==> src/sv/rpc_pkg.sv <==
package rpc_pkg;

	localparam int DataW      = 16;
	localparam int OutW       = 17;
	localparam int FracBits   = 14;
	localparam int VecW       = 34;
	localparam int AngW       = 34;
	localparam int ProdW      = 48;
	localparam int MagProdW   = 63;
	localparam int IterDefault = 16;
	localparam int IterMax    = 32;

	// 1/K scaled by 2^30
	localparam logic [29:0] InvGain = 30'd652032874;

	localparam logic signed [AngW-1:0] PiUnits     = 34'sd2147483648;
	localparam logic signed [DataW-1:0] FoldThresh = 16'sd16384;

	localparam logic signed [63:0] MagMax = 64'sd46341;
	localparam logic signed [63:0] AngMax = 64'sd32767;
	localparam logic signed [63:0] AngMin = -64'sd32768;

	localparam logic KindToPolar = 1'b0;
	localparam logic KindToRect  = 1'b1;

	typedef logic signed [VecW-1:0] vec_t;
	typedef logic signed [AngW-1:0] ang_t;

	typedef struct packed {
		logic valid;
		logic kind;
		logic zero;
	} rpc_ctl_t;

	// arctan(2^-i) in units of pi/2^31
	function automatic ang_t atan_units(input int unsigned idx);
		ang_t r;
		case (idx)
			0:  r = 34'sd536870912;
			1:  r = 34'sd316933406;
			2:  r = 34'sd167458907;
			3:  r = 34'sd85004756;
			4:  r = 34'sd42667331;
			5:  r = 34'sd21354465;
			6:  r = 34'sd10679838;
			7:  r = 34'sd5340245;
			8:  r = 34'sd2670163;
			9:  r = 34'sd1335087;
			10: r = 34'sd667544;
			11: r = 34'sd333772;
			12: r = 34'sd166886;
			13: r = 34'sd83443;
			14: r = 34'sd41722;
			15: r = 34'sd20861;
			16: r = 34'sd10430;
			17: r = 34'sd5215;
			18: r = 34'sd2608;
			19: r = 34'sd1304;
			20: r = 34'sd652;
			21: r = 34'sd326;
			22: r = 34'sd163;
			23: r = 34'sd81;
			24: r = 34'sd41;
			25: r = 34'sd20;
			26: r = 34'sd10;
			27: r = 34'sd5;
			28: r = 34'sd3;
			29: r = 34'sd1;
			30: r = 34'sd1;
			default: r = '0;
		endcase
		return r;
	endfunction

	function automatic logic signed [OutW-1:0] sat_coord(input logic signed [63:0] v);
		logic signed [63:0] r;
		r = v;
		if (v > MagMax) begin
			r = MagMax;
		end else if (v < -MagMax) begin
			r = -MagMax;
		end
		return r[OutW-1:0];
	endfunction

	function automatic logic signed [DataW-1:0] sat_word(input logic signed [63:0] v);
		logic signed [63:0] r;
		r = v;
		if (v > AngMax) begin
			r = AngMax;
		end else if (v < AngMin) begin
			r = AngMin;
		end
		return r[DataW-1:0];
	endfunction

endpackage

==> src/sv/rpc_post.sv <==
module rpc_post import rpc_pkg::*; (
	input  logic                    clk,
	input  logic                    arst_n,
	input  logic                    en,
	input  rpc_ctl_t                ctl_i,
	input  vec_t                    x_i,
	input  vec_t                    y_i,
	input  ang_t                    z_i,
	output rpc_ctl_t                ctl_o,
	output logic signed [OutW-1:0]  first_out,
	output logic signed [DataW-1:0] second_out
);

	// stage 1: gain multiply for magnitude, rounding of the other results
	logic signed [31:0]         x32;
	logic signed [30:0]         inv_s;
	logic signed [MagProdW-1:0] prod_c;
	vec_t                       rx, ry;
	ang_t                       ra;

	// magnitude after vectoring stays below 2^31
	assign x32    = x_i[31:0];
	assign inv_s  = $signed({1'b0, InvGain});
	assign prod_c = x32 * inv_s;
	assign rx     = (x_i + (VecW'(1) <<< (FracBits - 1))) >>> FracBits;
	assign ry     = (y_i + (VecW'(1) <<< (FracBits - 1))) >>> FracBits;
	assign ra     = (z_i + (AngW'(1) <<< 15)) >>> 16;

	rpc_ctl_t                   ctl_s1;
	logic signed [MagProdW-1:0] prod_s1;
	logic signed [OutW-1:0]     fx_s1;
	logic signed [DataW-1:0]    fy_s1, ang_s1;

	always_ff @(posedge clk or negedge arst_n) begin
		if (!arst_n) begin
			ctl_s1 <= '0;
		end else if (en) begin
			ctl_s1 <= ctl_i;
		end
	end

	always_ff @(posedge clk) begin
		if (en) begin
			prod_s1 <= prod_c;
			fx_s1   <= sat_coord(64'(rx));
			fy_s1   <= sat_word(64'(ry));
			ang_s1  <= sat_word(64'(ra));
		end
	end

	// stage 2: output register
	logic signed [MagProdW-1:0] mag_c;
	logic signed [OutW-1:0]     first_c;
	logic signed [DataW-1:0]    second_c;

	assign mag_c = (prod_s1 + (MagProdW'(1) <<< 43)) >>> 44;

	always_comb begin
		if (ctl_s1.kind == KindToRect) begin
			first_c  = fx_s1;
			second_c = fy_s1;
		end else if (ctl_s1.zero) begin
			first_c  = '0;
			second_c = '0;
		end else begin
			first_c  = sat_coord(64'(mag_c));
			second_c = ang_s1;
		end
	end

	always_ff @(posedge clk or negedge arst_n) begin
		if (!arst_n) begin
			ctl_o <= '0;
		end else if (en) begin
			ctl_o <= ctl_s1;
		end
	end

	always_ff @(posedge clk) begin
		if (en) begin
			first_out  <= first_c;
			second_out <= second_c;
		end
	end

endmodule

==> config.mk <==
export PLATFORM = sky130hd
export DESIGN_NAME = rpc_post
export DESIGN_NICKNAME = d
export VERILOG_FILES = /design/src/sv/rpc_pkg.sv /design/src/sv/rpc_post.sv
export SDC_FILE = /design/constraint.sdc
export NUM_CORES = 1
export LEC_CHECK = 0
export ABC_CLOCK_PERIOD_IN_PS = 6700
export BUFFER_PORTS_ARGS = -buffer_cell sky130_fd_sc_hd__buf_2
export CAP_MARGIN = 40
export CORE_MARGIN = 5
export CORE_UTILIZATION = 57
export DETAILED_ROUTE_END_ITERATION = 8
export PLACE_DENSITY = 0.8
export SYNTH_ARGS = -nofsm -noshare
export SYNTH_HDL_FRONTEND = slang
export SYNTH_SLANG_ARGS = --single-unit
==> constraint.sdc <==
create_clock -name clk -period 6.7 [get_ports clk]
set_input_delay 1.005 -clock clk [delete_from_list [all_inputs] [get_ports clk]]
set_output_delay 1.005 -clock clk [all_outputs]
set_load 0.02 [all_outputs]
# ---- Word-level counts from Yosys, hierarchy flattened
# Index checks and enable logic that the tools add are counted.
dict set report totals {
  output_inout_bits 36
  inputBits 108
  register_bits 150
  word_cells 36
}
dict set report classes {
  muxes 9
  n_addsub 4
  multipliers 1
  order_cmp 8
  reduce_logical 1
}
# op count
set ops {}
lappend ops {{$mux 17} 5}
lappend ops {{$add 34x15->34 const B} 2}
lappend ops {{$mux 16} 4}
lappend ops {{$add 63x45->63 const B} 1}
lappend ops {{$mul 32x30->62 const B} 1}
lappend ops {{$add 34x17->34 const B} 1}
lappend ops {{$gt 20x16->1 const B} 1}
lappend ops {{$gt 20x17->1 const B} 1}
lappend ops {{$lt 20x16->1 const B} 1}
lappend ops {{$lt 20x17->1 const B} 1}
lappend ops {{$gt 19x17->1 const B} 1}
lappend ops {{$lt 19x17->1 const B} 1}
lappend ops {{$gt 18x16->1 const B} 1}
lappend ops {{$lt 18x16->1 const B} 1}
lappend ops {{$reduce_or 2->1} 1}

# ---- Longest topological paths before layout
dict set report depth {
  depth_word 6
  mapped_depth 27
  ltp_nobuf 26
}

# ---- Worst setup path before layout
# No wires, ideal clock.
dict set report synth_path {
  path_kind {input -> register}
  start {in x_i[8]}
  end {reg prod_s1[61], data pin}
  arrival_time_ps 7262
  setup_ps 279
  path_buffers 1
  slack_ps -840
  t_required_ps 6421
  stages 22
  path_cell_list {ha_1 -> clkbuf_1 -> xor2_1 -> ha_1 -> a21oi_1 -> fa_1 -> inv_1 -> fa_1 -> fa_1 -> fa_1 -> fa_1 -> inv_1 -> fa_1 -> inv_1 -> ha_1 -> nand3_2 -> or4_1 -> nor4b_2 -> a221oi_1 -> o31a_1 -> o21ai_1 -> o311ai_0}
}
dict set report synth_via {
  elab_chain_len 1
}
# element line
set synth_rtl {}
lappend synth_rtl {{start, declared} rpc_post.sv:6} ;# input vec_t x_i,
lappend synth_rtl {{$mul 32x30->62} rpc_post.sv:24} ;# assign prod_c = x32 * inv_s;
lappend synth_rtl {{net prod_c[61]} rpc_post.sv:17} ;# logic signed [MagProdW-1:0] prod_c;
lappend synth_rtl {{end signal, assigned} rpc_post.sv:44} ;# prod_s1 <= prod_c;
lappend synth_rtl {{end, declared} rpc_post.sv:30} ;# logic signed [MagProdW-1:0] prod_s1;
# The timed path passes the listed nets, and every way through them passes these cells.
# A chain may end at the register's enable or synchronous reset.

# ---- Worst setup path in the final report
dict set report layout_path {
  start {in x_i[12]}
  end {reg prod_s1[57], data pin}
}
# Same word-level chain as after synthesis.

==> metrics.cfg <==
[status]
outcome=finished with violations
violations=negative setup slack

[placement]
hpwl_um=69800
gp_congestion=1.14
portBuffers=115
dp.cells=3690

[synth]
synth_area_um2=25100
seq_area_frac_synth=0.128
synth_edf_count=102
yosysWarnings=0
ys_top_cells_by_area=fa_1 (33%), ha_1 (19%), edfxtp_1 (12%)
syn_avg_cell_area_um2=9.74
yosys.area.top_type=fa_1
synth_top_area_frac=0.334
syn_inst=2577
synth.distinct_cells=79
syn-num-nets=3479
yosysMostFrequentCell=inv_1
ys_seq_elements=108
synthArstFlopShare=0.0556
synth_ff_type=edfxtp_1
synth_common_cells=inv_1 (708), fa_1 (419), ha_1 (375)

[routing]
ant_nets=0
wirelength_um=82800
via_per_inst=5.70
routedWlPerCell_um=22.1
num_vias=21360
drt_iter0_markers=2009
first_pass_iters=7
drc=0

[worst_setup_path]
crit_family=adder cells
cp_common_cell=fa_2
critPathKind=in -> reg
max_stage_delay_ns=0.55
crit_arrival_ns=7.40
crit_slowest_cell=fa_2
crit_path_end_kind=flip-flop
crit_buf_inv=8
path_max_fanout=5
critPathLaunchType=input pin
worst_ep_required_time_ns=6.80

[global_route]
grt_pass1_wl_um=127000
antenna_found_initial=0
grt_util_met2=0.566
grt_pass1_vias=22842
grt_use_met1=0.460
grtUsageTotal=0.341
grt_busiest_layer=met2
met3_usage=0.0705
grt_max_degree=61
overflow=0

[timing]
post-route-min-period_ns=7.31
finalSetupTns_ns=-9.11
skew_ns=0.0117
fmax_mhz=137
finalHoldViolCount=0
tightest_slew_ns=1.07
setup_ws_ns=-0.607
slew_headroom=0.282
hold_ws_ns=0.472
rsz0062_at_grt=true
fin_crit_sh=1.09
setup_viol=20
slew_violations=0

[min_path]
min_path_type=in -> async

[floorplanning]
die_x_um=220
io_pins=144
coreArea_um2=43400
start_util=0.579
dieArea_um2=48300
die_h_um=220
rows=76

[cts]
cts_max_path_buffers=2
cts_tree=yes
clock-sinks=108
clk_pin_slew_ns=0.08
numCtsBuffers=9
ctsHtreeMaxLevel=3
clockRootBuffer=clkbuf_16
clkLatencyLatePin_ns=0.35

[run]
drv_cap=0

[cells_and_area]
n_fill_cell=2901
stdcell_count=3749
nNetsFinal=4061
regArea_um2=3210
multi_input_area_um2=21000
antennaDiodeCount=0
drive_gt1_frac=0.308
syn2layout_area_growth_pct=29.9

-- placed cells by master (no fill, tap or decap), types with 11 or more instances in the layout --
cell type	Yosys	routed
inv_1	708	657
ha_2	0	25
nor2_1	54	52
buf_2	8	91
xnor2_1	84	74
nand4_1	31	31
fa_1	419	381
nand2_1	98	94
o21ai_0	77	65
a21o_1	43	42
and3_1	17	17
a21oi_2	0	41
fa_2	0	38
nor2b_1	13	11
xor2_2	0	19
xor2_1	96	69
o21bai_1	13	13
nor3_1	27	25
edfxtp_1	102	102
a22o_1	20	19
buf_6	1	27
nand3_1	47	44
buf_4	2	482
buf_12	0	12
a21oi_1	112	65
inv_2	0	50
ha_4	0	70
o21ai_2	2	14
o211ai_1	13	13
ha_1	375	280
o21ai_1	13	11
-- final timing paths --
path                             start       endpoint  slack (ns)  cells past startpoint
min reg2reg                   ctl_o[1]       ctl_o[1]        0.51                      1
min                             arst_n      ctl_s1[0]        0.47                      1
min in group clk              ctl_o[1]       ctl_o[1]        0.51                      1
max reg2reg                prod_s1[43]  first_out[13]        3.52                      9
max                            x_i[12]    prod_s1[57]       -0.61                     26
max in group asynchronous       arst_n       ctl_o[1]        6.08                      1
-- registers in the layout, indices dropped and copies added (netlist names) --
register    count
first_out      17
prod_s1        20
fy_s1          16
ang_s1         16
fx_s1          17
second_out     16
ctl_s1          3
ctl_o           3
-- routing by layer --
metal / wire length [um] / up-vias
li1: - / 9385
met1: 32300 / 10603
met2: 39000 / 1109
met3: 8080 / 263
met4: 3400 / 0
met5: 0 / -
-- logic make-up after synthesis --
family | Yosys count | share of synthesized area
and+or+nand+nor | 354 | 0.0729
xor gates and xnor gates | 181 | 0.0635
muxes | 11 | 0.00474
DFF | 108 | 0.128
AOI/OAI and AO/OA | 377 | 0.0962
buffers and inverters | 752 | 0.114
adders and majority gates | 794 | 0.521
-- repair_timing --
action	CTS	global route
setup endpoints to repair	20	20
resized for setup	201	116
hold buffers	0	0
setup buffers	31	15
pin swaps	120	121
-- cell type report --
cell class	instances	area share
multi-input combinational	1717	0.645
timing repair buffer	615	0.143
sequential	108	0.0986
inverter	708	0.0816
tap	585	0.0225
clock buffer	9	0.00691
clock inverter	7	0.00211
-- metrics by stage --
step | worst slack (ns) | area [um2] | util
2_1_floorplan | -0.288 | 26100 | -
3_3_place_gp | -1.05 | 30600 | 0.705
3_5_place_dp | -1.23 | 30600 | 0.706
4_1_cts | -0.579 | 32000 | 0.739
5_1_grt | -0.783 | 32600 | 0.752
6_report | -0.607 | 32600 | 0.752
Power is left out: the tool's default activity adds up to more than one toggle a clock period on the data nets, which glitch-free logic cannot reach.
