--- config.mk ---
export PLATFORM = sky130hd
export DESIGN_NAME = rpc_pre
export DESIGN_NICKNAME = d
export VERILOG_FILES = /design/src/sv/rpc_pkg.sv /design/src/sv/rpc_pre.sv
export SDC_FILE = /design/constraint.sdc
export NUM_CORES = 1
export LEC_CHECK = 0
export ABC_AREA = 1
export BUFFER_PORTS_ARGS = -buffer_cell sky130_fd_sc_hd__buf_4
export CAP_MARGIN = 20
export CORE_MARGIN = 2
export CORE_UTILIZATION = 62
export DETAILED_ROUTE_END_ITERATION = 7
export PLACE_DENSITY_LB_ADDON = 0.08
export RECOVER_POWER = 25
export SETUP_SLACK_MARGIN = 0.15
export SYNTH_ARGS = -nofsm -noshare
export SYNTH_HDL_FRONTEND = slang
export SYNTH_SLANG_ARGS = --single-unit
--- constraint.sdc ---
create_clock -name clk -period 5.35 [get_ports clk]
set_input_delay 1.07 -clock clk [delete_from_list [all_inputs] [get_ports clk]]
set_output_delay 1.07 -clock clk [all_outputs]
set_load 0.02 [all_outputs]
--- src/sv/rpc_pkg.sv ---
package rpc_pkg;

	localparam int DataW      = 16;
	localparam int OutW       = 17;
	localparam int FracBits   = 14;
	localparam int VecW       = 34;
	localparam int AngW       = 34;
	localparam int ProdW      = 48;
	localparam int MagProdW   = 63;
	localparam int IterDefault = 16;
	localparam int IterMax    = 32;

	// 1/K scaled by 2^30
	localparam logic [29:0] InvGain = 30'd652032874;

	localparam logic signed [AngW-1:0] PiUnits     = 34'sd2147483648;
	localparam logic signed [DataW-1:0] FoldThresh = 16'sd16384;

	localparam logic signed [63:0] MagMax = 64'sd46341;
	localparam logic signed [63:0] AngMax = 64'sd32767;
	localparam logic signed [63:0] AngMin = -64'sd32768;

	localparam logic KindToPolar = 1'b0;
	localparam logic KindToRect  = 1'b1;

	typedef logic signed [VecW-1:0] vec_t;
	typedef logic signed [AngW-1:0] ang_t;

	typedef struct packed {
		logic valid;
		logic kind;
		logic zero;
	} rpc_ctl_t;

	// arctan(2^-i) in units of pi/2^31
	function automatic ang_t atan_units(input int unsigned idx);
		ang_t r;
		case (idx)
			0:  r = 34'sd536870912;
			1:  r = 34'sd316933406;
			2:  r = 34'sd167458907;
			3:  r = 34'sd85004756;
			4:  r = 34'sd42667331;
			5:  r = 34'sd21354465;
			6:  r = 34'sd10679838;
			7:  r = 34'sd5340245;
			8:  r = 34'sd2670163;
			9:  r = 34'sd1335087;
			10: r = 34'sd667544;
			11: r = 34'sd333772;
			12: r = 34'sd166886;
			13: r = 34'sd83443;
			14: r = 34'sd41722;
			15: r = 34'sd20861;
			16: r = 34'sd10430;
			17: r = 34'sd5215;
			18: r = 34'sd2608;
			19: r = 34'sd1304;
			20: r = 34'sd652;
			21: r = 34'sd326;
			22: r = 34'sd163;
			23: r = 34'sd81;
			24: r = 34'sd41;
			25: r = 34'sd20;
			26: r = 34'sd10;
			27: r = 34'sd5;
			28: r = 34'sd3;
			29: r = 34'sd1;
			30: r = 34'sd1;
			default: r = '0;
		endcase
		return r;
	endfunction

	function automatic logic signed [OutW-1:0] sat_coord(input logic signed [63:0] v);
		logic signed [63:0] r;
		r = v;
		if (v > MagMax) begin
			r = MagMax;
		end else if (v < -MagMax) begin
			r = -MagMax;
		end
		return r[OutW-1:0];
	endfunction

	function automatic logic signed [DataW-1:0] sat_word(input logic signed [63:0] v);
		logic signed [63:0] r;
		r = v;
		if (v > AngMax) begin
			r = AngMax;
		end else if (v < AngMin) begin
			r = AngMin;
		end
		return r[DataW-1:0];
	endfunction

endpackage

--- src/sv/rpc_pre.sv ---
module rpc_pre import rpc_pkg::*; (
	input  logic                    clk,
	input  logic                    arst_n,
	input  logic                    en,
	input  logic                    in_valid,
	input  logic                    kind,
	input  logic signed [DataW-1:0] first_in,
	input  logic signed [DataW-1:0] second_in,
	output rpc_ctl_t                ctl_o,
	output vec_t                    x_o,
	output vec_t                    y_o,
	output ang_t                    z_o
);

	// stage 1: fold angle into +-pi/2 and prescale magnitude by 1/K
	logic                    fold_hi, fold_lo;
	logic signed [16:0]      m_ext, m_fold;
	logic signed [30:0]      inv_s;
	logic signed [ProdW-1:0] prod_c;
	ang_t                    z_raw, z_fold;

	assign fold_hi = second_in > FoldThresh;
	assign fold_lo = second_in < -FoldThresh;
	assign m_ext   = {first_in[DataW-1], first_in};
	assign m_fold  = (fold_hi || fold_lo) ? -m_ext : m_ext;
	assign inv_s   = $signed({1'b0, InvGain});
	assign prod_c  = m_fold * inv_s;
	assign z_raw   = {{2{second_in[DataW-1]}}, second_in, 16'b0};

	always_comb begin
		z_fold = z_raw;
		if (fold_hi) begin
			z_fold = z_raw - PiUnits;
		end else if (fold_lo) begin
			z_fold = z_raw + PiUnits;
		end
	end

	rpc_ctl_t                ctl_s1;
	logic signed [DataW-1:0] a_s1, b_s1;
	logic signed [ProdW-1:0] prod_s1;
	ang_t                    z_s1;

	always_ff @(posedge clk or negedge arst_n) begin
		if (!arst_n) begin
			ctl_s1 <= '0;
		end else if (en) begin
			ctl_s1.valid <= in_valid;
			ctl_s1.kind  <= kind;
			ctl_s1.zero  <= (kind == KindToPolar) && (first_in == '0) && (second_in == '0);
		end
	end

	always_ff @(posedge clk) begin
		if (en) begin
			a_s1    <= first_in;
			b_s1    <= second_in;
			prod_s1 <= prod_c;
			z_s1    <= z_fold;
		end
	end

	// stage 2: starting vector for the rotations
	vec_t                    xs, ys, x_c, y_c;
	ang_t                    z_c;
	logic signed [ProdW-1:0] prod_rnd;

	assign xs       = {{4{a_s1[DataW-1]}}, a_s1, {FracBits{1'b0}}};
	assign ys       = {{4{b_s1[DataW-1]}}, b_s1, {FracBits{1'b0}}};
	assign prod_rnd = (prod_s1 + (ProdW'(1) <<< 15)) >>> 16;

	always_comb begin
		if (ctl_s1.kind == KindToRect) begin
			x_c = prod_rnd[VecW-1:0];
			y_c = '0;
			z_c = z_s1;
		end else if (a_s1[DataW-1]) begin
			// left half plane: turn by pi first
			x_c = -xs;
			y_c = -ys;
			z_c = b_s1[DataW-1] ? -PiUnits : PiUnits;
		end else begin
			x_c = xs;
			y_c = ys;
			z_c = '0;
		end
	end

	always_ff @(posedge clk or negedge arst_n) begin
		if (!arst_n) begin
			ctl_o <= '0;
		end else if (en) begin
			ctl_o <= ctl_s1;
		end
	end

	always_ff @(posedge clk) begin
		if (en) begin
			x_o <= x_c;
			y_o <= y_c;
			z_o <= z_c;
		end
	end

endmodule

Word-level counts from Yosys, hierarchy flattened
Index checks and enable logic that the tools add are counted.
Widths: inputs -> output; s select.
- eq/ne operators: 0
- mux-type cells: 9
- $add $sub $neg: 6
- multiply operators: 1
- div/mod/pow operators: 0
- order comparisons: 2
- bitwise operators: 2
- reduce and logical (&&, ||, !) cells: 6
- shift operators: 0
- operator list (kind ; count):
    $mux 34 ; 8
    $neg 30->34 ; 2
    $add 48x17->48 const B ; 1
    $mul 17x30->47 const B ; 1
    $add 32x33->34 const B ; 1
    $sub 32x33->34 const B ; 1
    $logic_not 16->1 ; 2
    $mux 17 ; 1
    $neg 16->17 ; 1
    $gt 16x16->1 const B ; 1
    $lt 16x15->1 const B ; 1
    $logic_and 1x1->1 ; 2
    $not 1->1 ; 2
    $reduce_or 2->1 ; 1
    $logic_or 1x1->1 ; 1
- bits in read-only memories: 0
- bits in latches: 0
- input port bits: 37
- RAM bits: 0
- word-level logic and storage cells: 40
- output and inout port bits: 105
- register bits: 221
- memories: 0

Longest topological paths before layout
Gate-level depths: netlist of the first run.
- depth after elaboration: 4
- depth in mapped cells: 37
- depth with buffers taken out: 37

Worst setup path after synthesis of the first run
OpenSTA, ideal clock, no wires.
- path type: input port to flip-flop
- from: in first_in[0]
- to: reg prod_s1[46], data pin
- cell stages on the path: 33
- required time: 5.098 ns
- buffers on the path: 0
- library setup time: 0.252 ns
- data arrival time: 7.563 ns
- setup slack: -2.466 ns
- cell sequence: inv_1 > ha_1 > nand2_1 > nor4_1 > inv_1 > nor2_1 > inv_1 > nor2_1 > nand3_1 > nand2_1 > xor2_1 > inv_1 > fa_1 > inv_1 > fa_1 > fa_1 > inv_1 > fa_1 > fa_1 > inv_1 > fa_1 > inv_1 > ha_1 > a21oi_1 > inv_1 > a31oi_1 > o21ai_0 > a21oi_1 > nor2_1 > a211oi_1 > nand2_1 > nand2_1 > nand2_1
- cells in the longest elaborated chain, start to end: 3
- RTL lines (element ; line ; text):
    start, declared ; rpc_pre.sv:7 ; input logic signed [DataW-1:0] first_in,
    $neg 16->17 ; rpc_pre.sv:25 ; assign m_fold = (fold_hi || fold_lo) ? -m_ext : m_ext;
    $mux 17 * ; rpc_pre.sv:25 ;
    $mul 17x30->47 * ; rpc_pre.sv:27 ; assign prod_c = m_fold * inv_s;
    via prod_c[46] ; rpc_pre.sv:19 ; logic signed [ProdW-1:0] prod_c;
    end signal, assigned ; rpc_pre.sv:58 ; prod_s1 <= prod_c;
    end, declared ; rpc_pre.sv:41 ; logic signed [ProdW-1:0] prod_s1;
Mark *: on every way through the listed nets, which the timed path passes. The rest lies on a longest branch.
A chain may end at the register's enable or synchronous reset.

Worst setup path after layout of the first run
- from: in second_in[15]
- to: reg prod_s1[46], data pin
- cells in the longest elaborated chain, start to end: 4
- elaborated cells between the ends (all ways): 5
- RTL lines (element ; line ; text):
    start, declared ; rpc_pre.sv:8 ; input logic signed [DataW-1:0] second_in,
    $gt 16x16->1 / $lt 16x15->1 (equally long branches) ; rpc_pre.sv:22, rpc_pre.sv:23 ;
    $logic_or 1x1->1 * ; rpc_pre.sv:25 ;
    $mux 17 * ; rpc_pre.sv:25 ;
    $mul 17x30->47 * ; rpc_pre.sv:27 ;
    via prod_c[46] ; rpc_pre.sv:19 ;
Marks and branches as above.

==> results of run 1 <==
## through the flow
step           setup TNS, ns  cells
6_report              -54.94   2641
5_1_grt               -59.98   2640
4_1_cts               -42.35   2606
3_5_place_dp          -73.64   2529
3_3_place_gp          -70.72   2529
2_1_floorplan         -47.03   1829
## registers in the layout, indices dropped and copies added (netlist names)
register  count
x_o          34
prod_s1      33
y_o          20
z_o          17
a_s1         16
b_s1         16
ctl_o         3
ctl_s1        3
z_s1          2
## logic make-up after synthesis
logic type / after synthesis / share of synthesized area
adder cells (fa/ha/maj): 358 / 0.365
other: 1 / 0.000232
AND/OR/NAND/NOR: 516 / 0.140
buffers and inverters: 506 / 0.125
flip-flops: 144 / 0.265
AO/OA/AOI/OAI: 224 / 0.0772
XOR/XNOR: 51 / 0.0276
## final timing paths
kind                                to  slack [ns]  cells past startpoint
max                        prod_s1[46]       -1.88                     34
min in group clk              ctl_o[2]        0.50                      2
min                          ctl_s1[2]        0.50                      1
max reg2reg                    x_o[28]        2.31                     11
min reg2reg                   ctl_o[2]        0.50                      2
max in group asynchronous     ctl_o[1]        4.62                      1
## per-layer routing
metal	vias to the layer above	wire length (µm)
met5	-	0
met4	0	6520
met3	522	6180
met2	1431	29400
met1	7528	20100
li1	6580	-
## synth_stat cells, types with 3 or more instances
cell type / n
nand3_1: 39
nand2_2: 6
and3_1: 5
nand4_1: 9
nand2_1: 241
o21ai_0: 65
buf_1: 4
clkbuf_1: 7
inv_1: 459
xor2_1: 34
nor2_1: 148
nor3b_1: 7
o21a_1: 8
nor4_1: 5
nor2_2: 6
nor3_1: 27
ha_1: 169
or2_2: 6
a21oi_1: 94
buf_4: 31
edfxtp_1: 138
buf_2: 3
o21bai_1: 5
o21ai_1: 6
o31ai_1: 4
dfrtp_1: 6
a21boi_0: 4
a21o_1: 4
xnor2_1: 17
a31oi_1: 23
nor3_2: 3
fa_1: 189
o21ai_2: 3
## cell type report
cell class	instances	area, µm²
multi-input combinational	1179	11900
inverter	461	1780
clock inverter	15	148
tap	335	419
fill	1189	3060
clock buffer	17	425
timing repair buffer	489	3860
sequential	144	4290
antenna	1	2.50
## timing repair
item                                   CTS  global route
gates resized for setup                269           130
setup endpoints to repair               33            33
setup buffers                           45            34
pin swaps                              128            70
endpoints found under the hold margin    0             0
## critical path, delay by kind of cell
family	cells	cell delay [ns]
AO/OA/AOI/OAI	2	0.12
buffers and inverters	12	1.13
AND/OR/NAND/NOR	12	1.35
XOR/XNOR	1	0.25
adder cells (fa/ha/maj)	7	3.47
==> metrics.cfg, run 1 <==
[placed_design]
io_buffers=111
place_area_um2=20000
dp_hpwl_um=41500
place.gp.congestion=1.06
pre_cts_ws_ns=-2.45

[floorplan]
die_x_um=166
core-area_um2=25800
initial_core_util=0.626
die_h_um=166
die_area_um2=27400
num_rows=59
ios=142

[global_route]
grt_use_met1=0.470
use_met2=0.708
grt_pass1_wl_um=81100
grt_max_degree=95
grt_pass1_vias=15400
grt_util_all_layers=0.400
top_usage_layer=met2
antenna_found_initial=1
grt_remaining_overflow=0
use_met3=0.0450

[detailed_routing]
first_iter_violations=2358
vias=16100
wl_per_cell_um=23.5
wl_um=62100
drc=18
vias_per_cell=6.08
first_pass_iters=8
antenna_left=0

[clock_tree]
clkTransAtPathRegs_ns=0.07
cts_tree=yes
clkLatencyLatePin_ns=0.42
numCtsBuffers=17
htreeDepth=4
cts_root_buffer=clkbuf_16
clock_path_buffers=2
cts_sinks=144
cts_hold_buf=0

[timing]
worst_slew_pin_slew_ns=0.895
fin_crit_ns=7.23
setup_viol=33
drv_slew=0
finalHoldViolCount=0
finalClockSkew_ns=0.0103
whs_ns=0.496
post-route-period-util=1.35
fmax_mhz=138
rsz0062_at_grt=true
slew-limit-headroom=0.403
fin_ws_ns=-1.88

[yosys]
synth_cell_type_count=52
avgSynthCellArea_um2=8.99
synth_top_area_frac=0.256
synth_warnings=0
netlist_instances=1800
yosys_most_used_dff=edfxtp_1
synth.area.top_cells=edfxtp_1, fa_1, ha_1, inv_1, nand2_1
synth-edff-count=138
async_reset_ff_frac=0.0417
ys_ff_latch=144
synth_area_um2=16200
seq_area_frac_synth=0.265
yosys.area.top_type=edfxtp_1

[worst_setup_path]
start_kind=input port
cp_max_fo=6
endpoint_kind=flip-flop
worstPathArrival_ns=7.41
startpoint=second_in[15]
worstPathRequired_ns=5.53
r2r-start=a_s1[15]
cpPeakStageDelay_ns=0.55
slowest_stage=fa_1
crit_path_frequent_cell=fa_1
path_class=in2reg

[finish]
area_growth_pct=40.8
nets=2687
drive_gt1_frac=0.386
stdcell_area_um2=22800
final_common_cell=buf_4
fin_util=0.881
final_cell_mix=buf_4, inv_1, nand2_1, fa_1, edfxtp_1

[status]
failed_checks=design-rule violations, negative setup slack
status=finished, violations left

[job]
drv_cap=0

[worst_hold_path]
hp-class=in2async

Power of run 1 is left out: the tool's default activity adds up to more than one toggle a clock period on the data nets, which glitch-free logic cannot reach.
==> run 2, diff against run 1 <==
--- a/config.mk
+++ b/config.mk
@@ -11,6 +11,7 @@
 export CORE_MARGIN = 2
 export CORE_UTILIZATION = 62
 export DETAILED_ROUTE_END_ITERATION = 7
+export MAX_ROUTING_LAYER = met4
 export PLACE_DENSITY_LB_ADDON = 0.08
 export RECOVER_POWER = 25
 export SETUP_SLACK_MARGIN = 0.15
==> constraint.sdc (replaced) <==
create_clock -name clk -period 5.35 [get_ports clk]
set_input_delay 1.07 -clock clk [delete_from_list [all_inputs] [get_ports clk]]
set_output_delay 1.07 -clock clk [all_outputs]
set_load 0.01 [all_outputs]
==> run 2 against run 1 <==
  * The run ends with design-rule violations, max-capacitance violations, max-slew violations, negative setup slack left
  * Cell count shrank 1.1%
  * Routed wire length rose by 7.2%
  * Utilization down 1.4 points
  * Worst setup slack worse by 0.38 ns
  * Count of clock-buffer cells in the layout is the same
  * Sequential cell count stayed put
  * Die area stayed put
  * Via count up 0.54%
  * Non-clock buffer count down 30
  * Global-route usage increased by 4.8 points
  * Critical path depth shrank 2
  * Sequential share of layout area increased by 0.31 points
  * Highest routed layer unchanged
==> metrics.cfg, run 2 (synthesis results as in run 1) <==
[worst_setup_path]
regToRegSetupSlack_ns=1.26  ; -1.05 ns
path_class=in2reg
cp_max_fo=4  ; -2
crit_path_frequent_cell=fa_1
r2r-start=ctl_s1[1]
worstPathRequired_ns=5.54  ; about the same
slowest_stage=o21ai_1
worstPathArrival_ns=7.80  ; +0.39 ns
cpPeakStageDelay_ns=0.77  ; +0.22 ns
reg2reg_depth=5  ; -6
r2r-end=y_o[15]
endpoint_kind=flip-flop
start_kind=input port

[job]
drv_cap=2  ; +2

[timing]
totalNegativeSetupSlack_ns=-71.67  ; -16.73 ns
slew-limit-headroom=-2.25  ; -2.66
fin_crit_ns=7.61  ; +0.380 ns
finalClockSkew_ns=0.0134  ; +0.00314 ns
rsz0062_at_grt=true
fin_ws_ns=-2.26  ; -0.380 ns
fmax_mhz=131  ; -5.0%
worst_slew_pin_slew_ns=4.88  ; +3.98 ns
post-route-period-util=1.42  ; +0.0710
drv_slew=141  ; +141
setup_viol=91  ; +180%
finalHoldViolCount=0  ; unchanged

[finish]
final_cell_mix=buf_4, inv_1, nand2_1, fa_1, edfxtp_1
nets=2657  ; -1.1%
largest_reg_flops=34  ; unchanged
final_common_cell=buf_4
reg_top3=x_o x34, prod_s1 x33, y_o x20
top_register=x_o
area_growth_pct=38.5
drive_gt1_frac=0.368  ; -0.0178
stdcell_area_um2=22400  ; -1.6%

[clock_tree]
numCtsBuffers=17  ; unchanged
cts_root_buffer=clkbuf_16
clkTransAtPathRegs_ns=0.07  ; about the same
clock_path_buffers=2  ; unchanged
clkLatencyLatePin_ns=0.44  ; +0.02 ns
htreeDepth=4  ; unchanged
cts_hold_buf=0  ; unchanged
cts_tree=yes
cts_sinks=144  ; unchanged

[global_route]
grt_util_all_layers=0.448  ; +0.0480
grt_pass1_wl_um=87500  ; +7.9%
grt_max_degree=92  ; -3.2%
grt_pass1_vias=15900  ; +3.3%
antenna_found_initial=3  ; +2
grt_remaining_overflow=0  ; unchanged

[placed_design]
dp_hpwl_um=42200  ; +1.6%
io_buffers=111  ; unchanged
place_area_um2=19900  ; -0.16%
place.gp.congestion=1.05  ; -0.88%

[detailed_routing]
first_pass_iters=8  ; unchanged
first_iter_violations=2764  ; +17%
wl_per_cell_um=25.5  ; +8.4%
vias=16100  ; +0.54%
antenna_left=0  ; unchanged
wl_um=66600  ; +7.2%
drc=37  ; +19
vias_per_cell=6.18  ; +1.7%

[floorplan]
num_rows=59  ; unchanged
die_h_um=166  ; unchanged
initial_core_util=0.626  ; unchanged
ios=142  ; unchanged
die_x_um=166  ; unchanged
die_area_um2=27400  ; unchanged
core-area_um2=25800  ; unchanged

[status]
status=finished, violations left
failed_checks=design-rule violations, max-capacitance violations, max-slew violations, negative setup slack

[worst_hold_path]
hp-class=in2async

run 2: worst max-delay path by stage:
stage / start / endpoint / slack (ns) / cells after the start
after floorplan: first_in[1] / prod_s1[46] / -1.71 / 33
after global placement: second_in[1] / prod_s1[46] / -2.38 / 30
after detailed placement: second_in[1] / prod_s1[46] / -2.51 / 30
final: second_in[2] / prod_s1[38] / -2.26 / 32
after global routing: second_in[15] / prod_s1[38] / -2.26 / 30
after CTS: first_in[2] / prod_s1[46] / -1.53 / 31
run 2: cell type report:
cell class | instances | area, µm²
tap | 335 | 419
timing repair buffer | 459 | 3550
sequential | 144 | 4290
multi-input combinational | 1179 | 11700
inverter | 461 | 1780
clock buffer | 17 | 425
antenna | 2 | 5.00
fill | 1270 | 3440
clock inverter | 15 | 181
run 2: repair_timing:
item / CTS / global route
pin swaps: 150 / 73
setup buffers: 39 / 16
gates resized for setup: 253 / 130
setup endpoints to repair: 33 / 33
run 2: per-layer routing:
metal	track usage	vias to the layer above	wire length [µm]
met5	-	-	0
met4	0.298	0	7040
met3	0.0712	605	8200
met2	0.749	1526	30300
met1	0.498	7495	21000
li1	-	6522	-
run 2: metrics by stage:
stage	utilization	worst slack, ns	std cells	hold WS (ns)
floorplan	-	-1.71	1829	0.442
CTS	0.845	-1.53	2594	0.418
global route	0.867	-2.26	2612	0.503
global placement	0.772	-2.38	2523	0.455
detailed placement	0.772	-2.51	2523	0.461
finish	0.867	-2.26	2612	0.480
run 2: worst max-delay path, delay by kind of cell:
kind	cells	cell delay, ns
compound gates	4	1.07
xor+xnor	2	0.29
fa+ha+maj	7	3.14
buf+inv	10	0.97
simple gates	9	1.25
Power of run 2 is left out for the same reason.
