`src/sv/rpc_pkg.sv`:
```
package rpc_pkg;

	localparam int DataW      = 16;
	localparam int OutW       = 17;
	localparam int FracBits   = 14;
	localparam int VecW       = 34;
	localparam int AngW       = 34;
	localparam int ProdW      = 48;
	localparam int MagProdW   = 63;
	localparam int IterDefault = 16;
	localparam int IterMax    = 32;

	// 1/K scaled by 2^30
	localparam logic [29:0] InvGain = 30'd652032874;

	localparam logic signed [AngW-1:0] PiUnits     = 34'sd2147483648;
	localparam logic signed [DataW-1:0] FoldThresh = 16'sd16384;

	localparam logic signed [63:0] MagMax = 64'sd46341;
	localparam logic signed [63:0] AngMax = 64'sd32767;
	localparam logic signed [63:0] AngMin = -64'sd32768;

	localparam logic KindToPolar = 1'b0;
	localparam logic KindToRect  = 1'b1;

	typedef logic signed [VecW-1:0] vec_t;
	typedef logic signed [AngW-1:0] ang_t;

	typedef struct packed {
		logic valid;
		logic kind;
		logic zero;
	} rpc_ctl_t;

	// arctan(2^-i) in units of pi/2^31
	function automatic ang_t atan_units(input int unsigned idx);
		ang_t r;
		case (idx)
			0:  r = 34'sd536870912;
			1:  r = 34'sd316933406;
			2:  r = 34'sd167458907;
			3:  r = 34'sd85004756;
			4:  r = 34'sd42667331;
			5:  r = 34'sd21354465;
			6:  r = 34'sd10679838;
			7:  r = 34'sd5340245;
			8:  r = 34'sd2670163;
			9:  r = 34'sd1335087;
			10: r = 34'sd667544;
			11: r = 34'sd333772;
			12: r = 34'sd166886;
			13: r = 34'sd83443;
			14: r = 34'sd41722;
			15: r = 34'sd20861;
			16: r = 34'sd10430;
			17: r = 34'sd5215;
			18: r = 34'sd2608;
			19: r = 34'sd1304;
			20: r = 34'sd652;
			21: r = 34'sd326;
			22: r = 34'sd163;
			23: r = 34'sd81;
			24: r = 34'sd41;
			25: r = 34'sd20;
			26: r = 34'sd10;
			27: r = 34'sd5;
			28: r = 34'sd3;
			29: r = 34'sd1;
			30: r = 34'sd1;
			default: r = '0;
		endcase
		return r;
	endfunction

	function automatic logic signed [OutW-1:0] sat_coord(input logic signed [63:0] v);
		logic signed [63:0] r;
		r = v;
		if (v > MagMax) begin
			r = MagMax;
		end else if (v < -MagMax) begin
			r = -MagMax;
		end
		return r[OutW-1:0];
	endfunction

	function automatic logic signed [DataW-1:0] sat_word(input logic signed [63:0] v);
		logic signed [63:0] r;
		r = v;
		if (v > AngMax) begin
			r = AngMax;
		end else if (v < AngMin) begin
			r = AngMin;
		end
		return r[DataW-1:0];
	endfunction

endpackage

```
`src/sv/rpc_rot.sv`:
```
module rpc_rot import rpc_pkg::*; #(
	parameter int unsigned Idx = 0
) (
	input  logic     clk,
	input  logic     arst_n,
	input  logic     en,
	input  rpc_ctl_t ctl_i,
	input  vec_t     x_i,
	input  vec_t     y_i,
	input  ang_t     z_i,
	output rpc_ctl_t ctl_o,
	output vec_t     x_o,
	output vec_t     y_o,
	output ang_t     z_o
);

	localparam ang_t Atan = atan_units(Idx);

	logic ccw;
	vec_t dx, dy;

	// rotation mode steers by the residual angle, vectoring mode by the sign of y
	assign ccw = (ctl_i.kind == KindToRect) ? !z_i[AngW-1] : y_i[VecW-1];
	assign dx  = y_i >>> Idx;
	assign dy  = x_i >>> Idx;

	always_ff @(posedge clk or negedge arst_n) begin
		if (!arst_n) begin
			ctl_o <= '0;
		end else if (en) begin
			ctl_o <= ctl_i;
		end
	end

	always_ff @(posedge clk) begin
		if (en) begin
			x_o <= ccw ? x_i - dx : x_i + dx;
			y_o <= ccw ? y_i + dy : y_i - dy;
			z_o <= ccw ? z_i - Atan : z_i + Atan;
		end
	end

endmodule

```
`config.mk`:
```
export PLATFORM = sky130hd
export DESIGN_NAME = rpc_rot
export DESIGN_NICKNAME = d
export VERILOG_FILES = /design/src/sv/rpc_pkg.sv /design/src/sv/rpc_rot.sv
export SDC_FILE = /design/constraint.sdc
export NUM_CORES = 1
export LEC_CHECK = 0
export BUFFER_PORTS_ARGS = -buffer_cell sky130_fd_sc_hd__buf_4
export CAP_MARGIN = 15
export CORE_MARGIN = 3
export CORE_UTILIZATION = 51
export CTS_BUF_LIST = sky130_fd_sc_hd__clkbuf_8
export CTS_CLUSTER_SIZE = 25
export DETAILED_ROUTE_END_ITERATION = 8
export PLACE_DENSITY = 0.86
export SYNTH_ARGS = -nofsm -noshare
export SYNTH_HDL_FRONTEND = slang
export SYNTH_SLANG_ARGS = --single-unit
```
`constraint.sdc`:
```
create_clock -name clk -period 0.8 [get_ports clk]
set_input_delay 0.04 -clock clk [delete_from_list [all_inputs] [get_ports clk]]
set_output_delay 0.04 -clock clk [all_outputs]
set_load 0.01 [all_outputs]
```
==> out/results.ini, run 1 <==
[place]
placed_area_um2 = 13800
dp_hpwl_mm = 31.1
portBuffers = 212
place_congestion = 1.02
dp.cells = 1759

[synthesis]
yosys.area_share.simple_pct = 13.2
synthCells = 1018
synth_ff_type = edfxtp_1
synth_top_cells_by_area = edfxtp_1 (33%), ha_1 (14%), a21oi_1 (7.2%)
ys_seq_area_share_pct = 34.3
muxShareOfSynthArea_pct = 1.25
synth_xor_area_share_pct = 6.66
yosysTopAreaCell = edfxtp_1
avgSynthCellArea_um2 = 8.91
synth_cell_types = 76
synth-seq-cells = 104
synth_top_family_by_area = compound AO/OA/AOI/OAI gates
synth_compound_area_share_pct = 23.4
yosys.area_share.adder_pct = 14.9
synth_top_area_share_pct = 33.4
synth_edf_count = 101
syn_area_um2 = 9070
syn_nets = 1232
ys_warn_count = 0
synth-async-reset-ratio_pct = 2.88

[floorplanning]
row_count = 48
ios = 213
die_width_um = 139
die_y_um = 139
start_util_pct = 52.3

[cts]
cts.path.max_buffers = 2
root_buffer = clkbuf_8
cts.sinks = 104
h-tree-depth = 3
cts_buffers = 9

[global_routing]
grt_use_total_pct = 93.8
overflow = 1049
grt_max_degree = 32

[sta]
worstEndpointType = register data pin
worst_endpoint = y_o[30]$_DFFE_PP_/D

[run_status]
outcome = aborted with a tool error
error_message = [ERROR GRT-0232] Routing congestion too high. Check the congestion heatmap in the GUI.
failed_stage = global routing (5_1_grt)

## kinds of logic after synthesis
| logic type | after synthesis |
|---|---|
| flip-flops | 104 |
| AO/OA/AOI/OAI | 333 |
| buffers and inverters | 144 |
| adder cells (fa/ha/maj) | 106 |
| XOR/XNOR | 69 |
| multiplexers | 11 |
| AND/OR/NAND/NOR | 251 |
## stage by stage
stage          TNS, ps  util (%)  setup slack [ps]
2_1_floorplan   -74930         -             -1600
3_3_place_gp   -104490      79.6             -2000
3_5_place_dp   -112680      79.6             -2150
4_1_cts         -96590      91.4             -1550
## synth_stat cells, types with 4 or more instances
master	instances
clkbuf_1	17
edfxtp_1	101
fa_1	4
o21a_1	8
nand2b_1	11
nor4_1	7
a221oi_1	4
ha_1	102
inv_1	96
or2_2	4
o22ai_1	4
or3_1	5
xor2_1	12
o21ai_0	63
nand4_1	15
a21o_1	16
buf_1	10
o31a_1	5
o211ai_1	11
nand2_1	53
buf_2	13
nor2_1	95
mux2i_1	8
nand3_1	14
xnor2_1	57
nor3_1	19
nor2b_1	13
buf_4	4
o21bai_1	25
a21oi_1	130
o31ai_1	10
a211oi_1	18
## routing by layer
metal	GRT usage [%]	GRT overflow
met1	86.7	13
met2	114	702
met3	76.7	15
met4	106	318
met5	41.4	1
## timing repair
item	4_1_cts
resized for setup	298
setup endpoints to repair	175
hold buffers	34
cloned	0
hold endpoints to repair	35
pin swaps	107
setup buffers	37
==> run 2, diff against run 1 <==
CORE_UTILIZATION = 40   (was 51)
CTS_BUF_LIST = not set   (was sky130_fd_sc_hd__clkbuf_8)
CTS_CLUSTER_SIZE = not set   (was 25)
PLACE_DENSITY = not set   (was 0.86)
PLACE_DENSITY_LB_ADDON = 0.15   (was not set)
clock period = 1.05 ns   (was 0.8 ns; I/O delays follow)
==> run 2 against run 1 <==
Against the previous run:
- the flow now finishes, with violations (negative setup slack)
- area after synthesis unchanged
- synthesized cell count did not move
==> out/results.ini, run 2 <==
[cells_and_area]
n_fill_cell = 1553
reg_top3 = x_o (34), z_o (34), y_o (33)
n_antenna_cell = 0
fin_nets = 1850
syn_to_final_growth_pct = 81.6
drive_gt1_share_pct = 55.0
multi_input_area_um2 = 6900
mostFrequentLayoutCell = buf_4
final_cell_mix = buf_4 (544), edfxtp_1 (101), a21oi_1 (83), nor2_1 (78)
ff_latch_area_um2 = 3110

[setup_path]
crit_arrival_ps = 2450
cp_slowest_cell = or4_1
end_kind = flip-flop
cpPeakStageDelay_ps = 420
rrSetupSlack_ps = 230
cp_max_fo = 3
reg2reg_depth = 1
critPathKind = input port to flip-flop
cp_cell_sequence = buf_8 > inv_4 > ha_4 > or3_4 > or4_1 > a21o_1 > o21ai_4 > buf_6 > nand2_1 > o31ai_2 > buf_4 > a21oi_1 > xnor2_1
setup.worst_path.start_class = input port
required_ps = 1150

[routing]
first_pass_iters = 5
viasPerCell = 5.39
wl_per_cell_um = 19.5
totalWireLength_mm = 37.4
num_vias = 10400
drc_errors = 0
ant_nets = 0
initialDrtViolationCount = 761

[cts]
cts.path.max_buffers = 2
clock_latency_ps = 360
cts.sinks = 104
clk_pin_slew_ps = 80
h-tree-depth = 3
root_buffer = clkbuf_16
cts_buffers = 9
cts_tree = built

[floorplanning]
start_util_pct = 41.2
row_count = 54
core_area_um2 = 22000
dieArea_um2 = 24500
ios = 213
die_y_um = 157
die_width_um = 157

[sta]
slew-limit-headroom_pct = 60.6
min_period_over_period_pct = 223
fmax_mhz = 427
hold_viol_final = 0
drv_slew = 0
final.setup.worst_slack_ps = -1290
holdWs_ps = 36.7
period_needed_ps = 2340
setup_viol = 67
finalSetupTns_ps = -58160
rsz0062_at_grt = yes
skew_ps = 0
tightest_slew_ps = 585

[run_status]
failed_checks = negative setup slack
outcome = complete, but fails checks

[synthesis]
synth_top_family_by_area = compound AO/OA/AOI/OAI gates
ys_seq_area_share_pct = 34.3
synth_ff_type = edfxtp_1
synth-async-reset-ratio_pct = 2.88
yosys-top-cells-count = a21oi_1 (130), ha_1 (102), edfxtp_1 (101)
yosysTopAreaCell = edfxtp_1
syn_area_um2 = 9070
synth_xor_area_share_pct = 6.66
syn_nets = 1232
synth_top_cells_by_area = edfxtp_1 (33%), ha_1 (14%), a21oi_1 (7.2%)
synth_compound_area_share_pct = 23.4
synth_cell_types = 76
yosys.area_share.simple_pct = 13.2
synth_most_common_cell = a21oi_1
synth_top_area_share_pct = 33.4
synth-seq-cells = 104
muxShareOfSynthArea_pct = 1.25
synthCells = 1018
synth_edf_count = 101
yosys.area_share.adder_pct = 14.9
avgSynthCellArea_um2 = 8.91
ys_warn_count = 0

[global_routing]
overflow = 0
grt_use_total_pct = 29.0
grt_pass1_wl_mm = 55.6
grt_max_degree = 32
antenna_found_initial = 0
first_global_vias = 10400

[job]
maxCapViolCount = 0

[power_and_ir_drop]
p_int_mw = 11.9
p_leak_nw = 7.36
p_comb_share_pct = 50.7
p_sw_mw = 6.59
powerDensity_nw_per_um2 = 1120
worst_ir_drop_vdd_uv = 820
p_sw_share_pct = 35.7
seqPwrFrac_pct = 30.7
clockPowerShare_pct = 18.6

[worst_hold_path]
hp-class = input port to flip-flop
hold_depth = 3

[place]
dp_hpwl_mm = 28.4
portBuffers = 212
place_congestion = 0.943
pre_cts_ws_ps = -1930

run 2: worst paths after layout:
| check | from | endpoint |
|---|---|---|
| max | x_i[15] | y_o[23] |
| max reg2reg | ctl_o[0] | ctl_o[0] |
| min in group asynchronous | arst_n | ctl_o[1] |
| max in group asynchronous | arst_n | ctl_o[2] |
| min reg2reg | ctl_o[1] | ctl_o[1] |
| min | ctl_i[1] | ctl_o[1] |
run 2: logic make-up after synthesis:
group / Yosys count
AO/OA/AOI/OAI: 333
AND/OR/NAND/NOR: 251
buffers and inverters: 144
adder cells (fa/ha/maj): 106
flip-flops: 104
XOR/XNOR: 69
multiplexers: 11
run 2: critical path: cells and delay by family:
kind,cells,cell delay [ps]
xor+xnor,1,150
compound gates,4,690
simple gates,3,880
fa+ha+maj,1,200
buf+inv,4,470
run 2: layout make-up:
class                   instances  area share, %
multi-input cells             770           41.9
repair buffers                650           32.6
flip-flops and latches        104           18.9
inverters                     100           2.64
well taps                     280           2.13
clock buffers                  10           1.45
clock inverters                 6          0.372
repair inverters                1         0.0532
run 2: per-layer routing:
layer / routed length (µm) / vias up / GRT usage [%] / share of wire, %
met5: 0 / - / 0 / 0
met4: 1250 / 0 / 10.0 / 3.3
met3: 2900 / 80 / 4.98 / 7.8
met2: 17800 / 443 / 48.8 / 48
met1: 15400 / 4959 / 37.7 / 41
li1: - / 4873 / - / -
run 2: metrics by stage:
| stage | cells | total power, mW | util, % | instance area (µm²) |
|---|---|---|---|---|
| after CTS | 1901 | 17.7 | 71.5 | 15700 |
| after global placement | 1821 | 13.2 | 63.2 | 13900 |
| after global routing | 1921 | 19.3 | 74.8 | 16500 |
| after floorplan | 1018 | 9.20 | - | 9550 |
| final | 1921 | 18.5 | 74.8 | 16500 |
| after detailed placement | 1821 | 13.3 | 63.2 | 13900 |
run 2: power by group through the flow:
stage / Combinational (mW) / Sequential, mW / Clock [mW]
global placement: 7.51 / 5.73 / 0
floorplan: 3.24 / 5.96 / 0
global route: 9.96 / 5.71 / 3.66
finish: 9.36 / 5.66 / 3.44
CTS: 8.58 / 5.66 / 3.47
detailed placement: 7.57 / 5.75 / 0
run 2: what timing repair did:
| action | 4_1_cts | 5_1_grt |
|---|---|---|
| resized for setup | 215 | 136 |
| hold buffers | 32 | 0 |
| hold endpoints to repair | 34 | 0 |
| buffers inserted | 37 | 23 |
| pin swaps | 116 | 99 |
| endpoints found under the setup margin | 70 | 70 |
| cloned | 1 | 0 |
(Power assumes the default switching activity.)
==> run 3, diff against run 2 <==
REMOVE_ABC_BUFFERS = 1   (was not set)
==> run 3 against run 2 <==
Against the previous run:
- the run still ends with negative setup slack left
- sequential power fell by 1%
- first-iteration DRC count rose by 4.3%
- total power decreased by 0.98%
- worst hold slack got worse by 7.2 ps
- global-route usage decreased by 1.4 points
- via count shrank 1.5%
- critical endpoint is now x_o[31]
- largest cell class unchanged
- largest power group unchanged
==> out/results.ini, run 3 (same netlist as run 2, synthesis figures left out) <==
[setup_path]
r2r-start = ctl_o[0]
cp_max_fo = 3
cp_slowest_cell = or4_4
critPathKind = input port to flip-flop
rrSetupSlack_ps = 270
cpPeakStageDelay_ps = 470
crit_arrival_ps = 2500
cp_cell_sequence = buf_8 > inv_4 > buf_6 > ha_4 > nor2b_4 > o31a_1 > or4_4 > a21oi_4 > o21ai_2 > a221oi_2 > buf_4 > o311a_1 > a211oi_2 > xor2_1
r2r-end = ctl_o[0]
end_kind = flip-flop
setup.worst_path.start_class = input port
cp_num_buf_inv = 4
reg2reg_depth = 1
required_ps = 1160
crit_family = compound AO/OA/AOI/OAI gates

[cells_and_area]
n_antenna_cell = 0
fin_area_um2 = 16100
fin_util_pct = 73.0
drive_gt1_share_pct = 52.5
final_cell_mix = buf_4 (536), edfxtp_1 (101), a21oi_1 (88), inv_1 (85), ha_1 (83)
syn_to_final_growth_pct = 77.2
reg_top3 = x_o (34), z_o (34), y_o (33)
fin_nets = 1833
n_fill_cell = 1667
mostFrequentLayoutCell = buf_4

[global_routing]
busiest_layer = met2
grt_max_degree = 41
grtUsageMet2_pct = 46.3
grt_use_total_pct = 27.6
met1_usage_pct = 35.9
grtUsageMet3_pct = 6.00
antenna_found_initial = 0
overflow = 0
grt_pass1_wl_mm = 53.5
first_global_vias = 10100

[sta]
setup_viol = 66
period_needed_ps = 2400
holdWs_ps = 29.5
slew-limit-headroom_pct = 65.1
final.setup.worst_slack_ps = -1350
skew_ps = 0
min_period_over_period_pct = 228
drv_slew = 0
fmax_mhz = 417
tightest_slew_ps = 519
hold_viol_final = 0
rsz0062_at_grt = yes

[power_and_ir_drop]
seqPwrFrac_pct = 30.5
finalPower_mw = 18.3
p_int_mw = 11.7
worst_ir_drop_vdd_uv = 677
powerDensity_nw_per_um2 = 1140
p_leak_nw = 7.23
p_sw_mw = 6.60
clockPowerShare_pct = 19.6
p_comb_share_pct = 49.9
p_sw_share_pct = 36.1

[routing]
num_vias = 10200
totalWireLength_mm = 36.6
viasPerCell = 5.36
wl_per_cell_um = 19.2
drc_errors = 0
initialDrtViolationCount = 794
first_pass_iters = 5
ant_nets = 0

[floorplanning]
core_area_um2 = 22000
dieArea_um2 = 24500
die_width_um = 157
die_y_um = 157
row_count = 54
ios = 213
start_util_pct = 41.2

[place]
pre_cts_ws_ps = -1970
portBuffers = 212
place_congestion = 0.971
placed_area_um2 = 13500
dp_hpwl_mm = 26.7

[cts]
cts_buffers = 9
h-tree-depth = 3
clk_pin_slew_ps = 80
clock_latency_ps = 350
cts.sinks = 104
cts_tree = built
root_buffer = clkbuf_16
cts.path.max_buffers = 2

[run_status]
outcome = complete, but fails checks
failed_checks = negative setup slack

[job]
maxCapViolCount = 0

[worst_hold_path]
hp-class = input port to async pin

[run 3: cell types whose count changed in the layout (fill, tap and decap cells not counted), sizes merged]
cell,before,now
buf,618,602
clkinvlp,1,2
clkinv,4,2
clkbuf,10,9
inv,102,103
[run 3: metal layers]
layer,share of wire [%],wire [µm]
met1,41,15100
met3,7.8,2870
met2,48,17600
met4,2.9,1080
met5,0,0
[run 3: power groups by stage]
stage	clock network, mW	logic, mW	registers, mW
after floorplan	0	2.89	5.96
after global placement	0	7.19	5.66
after detailed placement	0	7.25	5.67
after CTS	3.62	8.29	5.58
after global routing	3.78	9.67	5.64
final	3.58	9.12	5.58
[run 3: worst max-delay path by stage]
stage,start,end,slack (ps),depth (start not counted)
after floorplan,y_i[33],z_o[33],-3150,7
after global placement,x_i[1],x_o[19],-1980,13
after detailed placement,x_i[1],x_o[19],-1970,13
after CTS,y_i[1],x_o[31],-1400,13
after global routing,x_i[1],x_o[31],-1400,14
final,x_i[1],x_o[31],-1350,14
[run 3: final cells by class]
cell class                      instances  area (µm²)  area share (%)
Multi-Input combinational cell        770        6720            41.8
Timing Repair Buffer                  634        5200            32.3
Sequential cell                       104        3110            19.3
Inverter                              100         399            2.48
Tap cell                              280         350            2.18
Clock buffer                            9         225            1.40
Clock inverter                          7        80.1           0.498
[run 3: through the flow]
stage          cells  TNS [ps]
4_1_cts         1884    -63340
2_1_floorplan    974   -137850
3_5_place_dp    1809   -100580
5_1_grt         1904    -69810
3_3_place_gp    1809    -99230
6_report        1904    -66080
[run 3: what timing repair did]
item	4_1_cts	5_1_grt
gates resized for setup	237	142
setup endpoints to repair	67	68
pin swaps	110	114
buffers inserted	31	31
hold buffers	32	0
endpoints found under the hold margin	34	0
==> run 4, diff against run 3 <==
==> constraint.sdc (replaced) <==
create_clock -name clk -period 1.05 [get_ports clk]
set_input_delay 0.2625 -clock clk [delete_from_list [all_inputs] [get_ports clk]]
set_output_delay 0.2625 -clock clk [all_outputs]
set_load 0.01 [all_outputs]
==> run 4 against run 3 <==
Against the previous run:
- the flow still finishes with violations (negative setup slack)
- flip-flop and latch count is the same
- register-to-register slack about the same
- routed wire length is 10% higher
- sequential share of layout area down 0.92 points
- core utilization up 3.7 points
- cell area rose by 5.0%
- total power increased by 6.0%
- cell count is 0.16% higher
- worst hold slack gained 37 ps
- sequential power up 3%
- maximum frequency is 6.8% lower
- critical endpoint unchanged
- largest power group unchanged
==> out/results.ini, run 4 (same netlist as run 2, synthesis figures left out) <==
[sta]
drv_slew = 0
period_needed_ps = 2570
min_period_over_period_pct = 245
fmax_mhz = 389
rsz0062_at_grt = yes
slew-limit-headroom_pct = 66.5
tightest_slew_ps = 497
skew_ps = 0
final.setup.worst_slack_ps = -1520
setup_viol = 174
hold_viol_final = 0

[routing]
first_pass_iters = 7
viasPerCell = 5.54
totalWireLength_mm = 40.4
drc_errors = 0
initialDrtViolationCount = 916
wl_per_cell_um = 21.2
ant_nets = 0
num_vias = 10600

[place]
portBuffers = 212
dp_hpwl_mm = 27.1
place_congestion = 0.998
placed_area_um2 = 13600

[floorplanning]
row_count = 54
core_area_um2 = 22000
ios = 213
dieArea_um2 = 24500
start_util_pct = 41.2
die_width_um = 157
die_y_um = 157

[cells_and_area]
final_cell_mix = buf_4 (436), buf_6 (172), edfxtp_1 (101), a21oi_1 (87), inv_1 (77)
n_fill_cell = 1516
drive_gt1_share_pct = 56.0
fin_nets = 1836
syn_to_final_growth_pct = 86.1
fin_util_pct = 76.7
mostFrequentLayoutCell = buf_4
n_antenna_cell = 0
ff_latch_area_um2 = 3110
reg_top3 = x_o (34), z_o (34), y_o (33)
fin_area_um2 = 16900
multi_input_area_um2 = 6910

[power_and_ir_drop]
finalPower_mw = 19.4
p_int_mw = 12.3
p_comb_share_pct = 51.7
p_sw_mw = 7.05
worst_ir_drop_vdd_uv = 683
powerDensity_nw_per_um2 = 1150
seqPwrFrac_pct = 29.5
p_leak_nw = 7.53
clockPowerShare_pct = 18.8
p_sw_share_pct = 36.4

[worst_hold_path]
hp-start = z_i[8]
hp-class = input port to flip-flop
hold_depth = 1
holdPathEnd = z_o[8]

[cts]
clk_pin_slew_ps = 80
cts_tree = built
clock_latency_ps = 360
root_buffer = clkbuf_16
cts.path.max_buffers = 2
cts_buffers = 9
h-tree-depth = 3
cts.sinks = 104

[setup_path]
r2r-end = ctl_o[0]
end_kind = flip-flop
rrSetupSlack_ps = 280
critPathKind = input port to flip-flop
reg2reg_depth = 1
required_ps = 1170
r2r-start = ctl_o[0]
setup.worst_path.start_class = input port
cp_max_fo = 2
startpoint = x_i[15]
crit_arrival_ps = 2690

[run_status]
failed_checks = negative setup slack
outcome = complete, but fails checks

[global_routing]
antenna_found_initial = 0
grt_use_total_pct = 29.1
first_global_vias = 10300
grt_pass1_wl_mm = 55.7
overflow = 0
grt_max_degree = 40

[job]
maxCapViolCount = 0

run 4: layout make-up:
cell class              count  share of cell area [%]
clock inverters             7                   0.534
well taps                 280                    2.07
repair buffers            637                    34.2
inverters                 100                    2.50
clock buffers               9                    1.33
flip-flops and latches    104                    18.4
multi-input cells         770                    40.9
run 4: per-layer routing:
layer | GRT usage [%] | wire length (µm)
met5 | 0 | 0
met3 | 4.84 | 3080
met4 | 10.8 | 1720
met1 | 38.1 | 16200
met2 | 48.5 | 19400
run 4: power by group through the flow:
stage	clock network [mW]	logic [mW]	registers, mW
after floorplan	0	2.89	5.96
after global placement	0	7.28	5.66
after detailed placement	0	7.33	5.68
after CTS	3.69	8.89	5.67
after global routing	3.81	10.5	5.77
final	3.64	10.0	5.72
run 4: critical path, cell delays in order:
cell and delay [ps]:
buf_8 100, inv_4 40, ha_4 190, or3_4 390
or4_4 530, a21o_1 210, o21ai_4 210, a31oi_4 140
a2111oi_4 390, a211oi_2 70, xor2_1 150
run 4: timing repair:
| action | in CTS | in global routing |
|---|---|---|
| hold buffers | 1 | 0 |
| gates resized for setup | 402 | 169 |
| buffers inserted | 52 | 40 |
| setup endpoints to repair | 175 | 174 |
| hold endpoints to repair | 3 | 0 |
| pin swaps | 119 | 106 |
| cloned | 3 | 1 |
run 4: how the worst max path moves through the flow:
stage | end | slack (ps) | depth (start not counted)
4_1_cts | x_o[33] | -1530 | 12
2_1_floorplan | z_o[33] | -3360 | 7
3_3_place_gp | x_o[22] | -2130 | 13
3_5_place_dp | x_o[22] | -2100 | 13
6_report | x_o[31] | -1520 | 11
5_1_grt | y_o[30] | -1560 | 13
run 4: through the flow:
stage	std cells	worst slack [ps]	TNS [ps]	hold WS, ps
6_report	1907	-1520	-88930	66.5
4_1_cts	1879	-1530	-86220	50.1
3_3_place_gp	1817	-2130	-111250	53.4
5_1_grt	1907	-1560	-94120	55.8
2_1_floorplan	974	-3360	-152550	-33.1
3_5_place_dp	1817	-2100	-111900	53.5
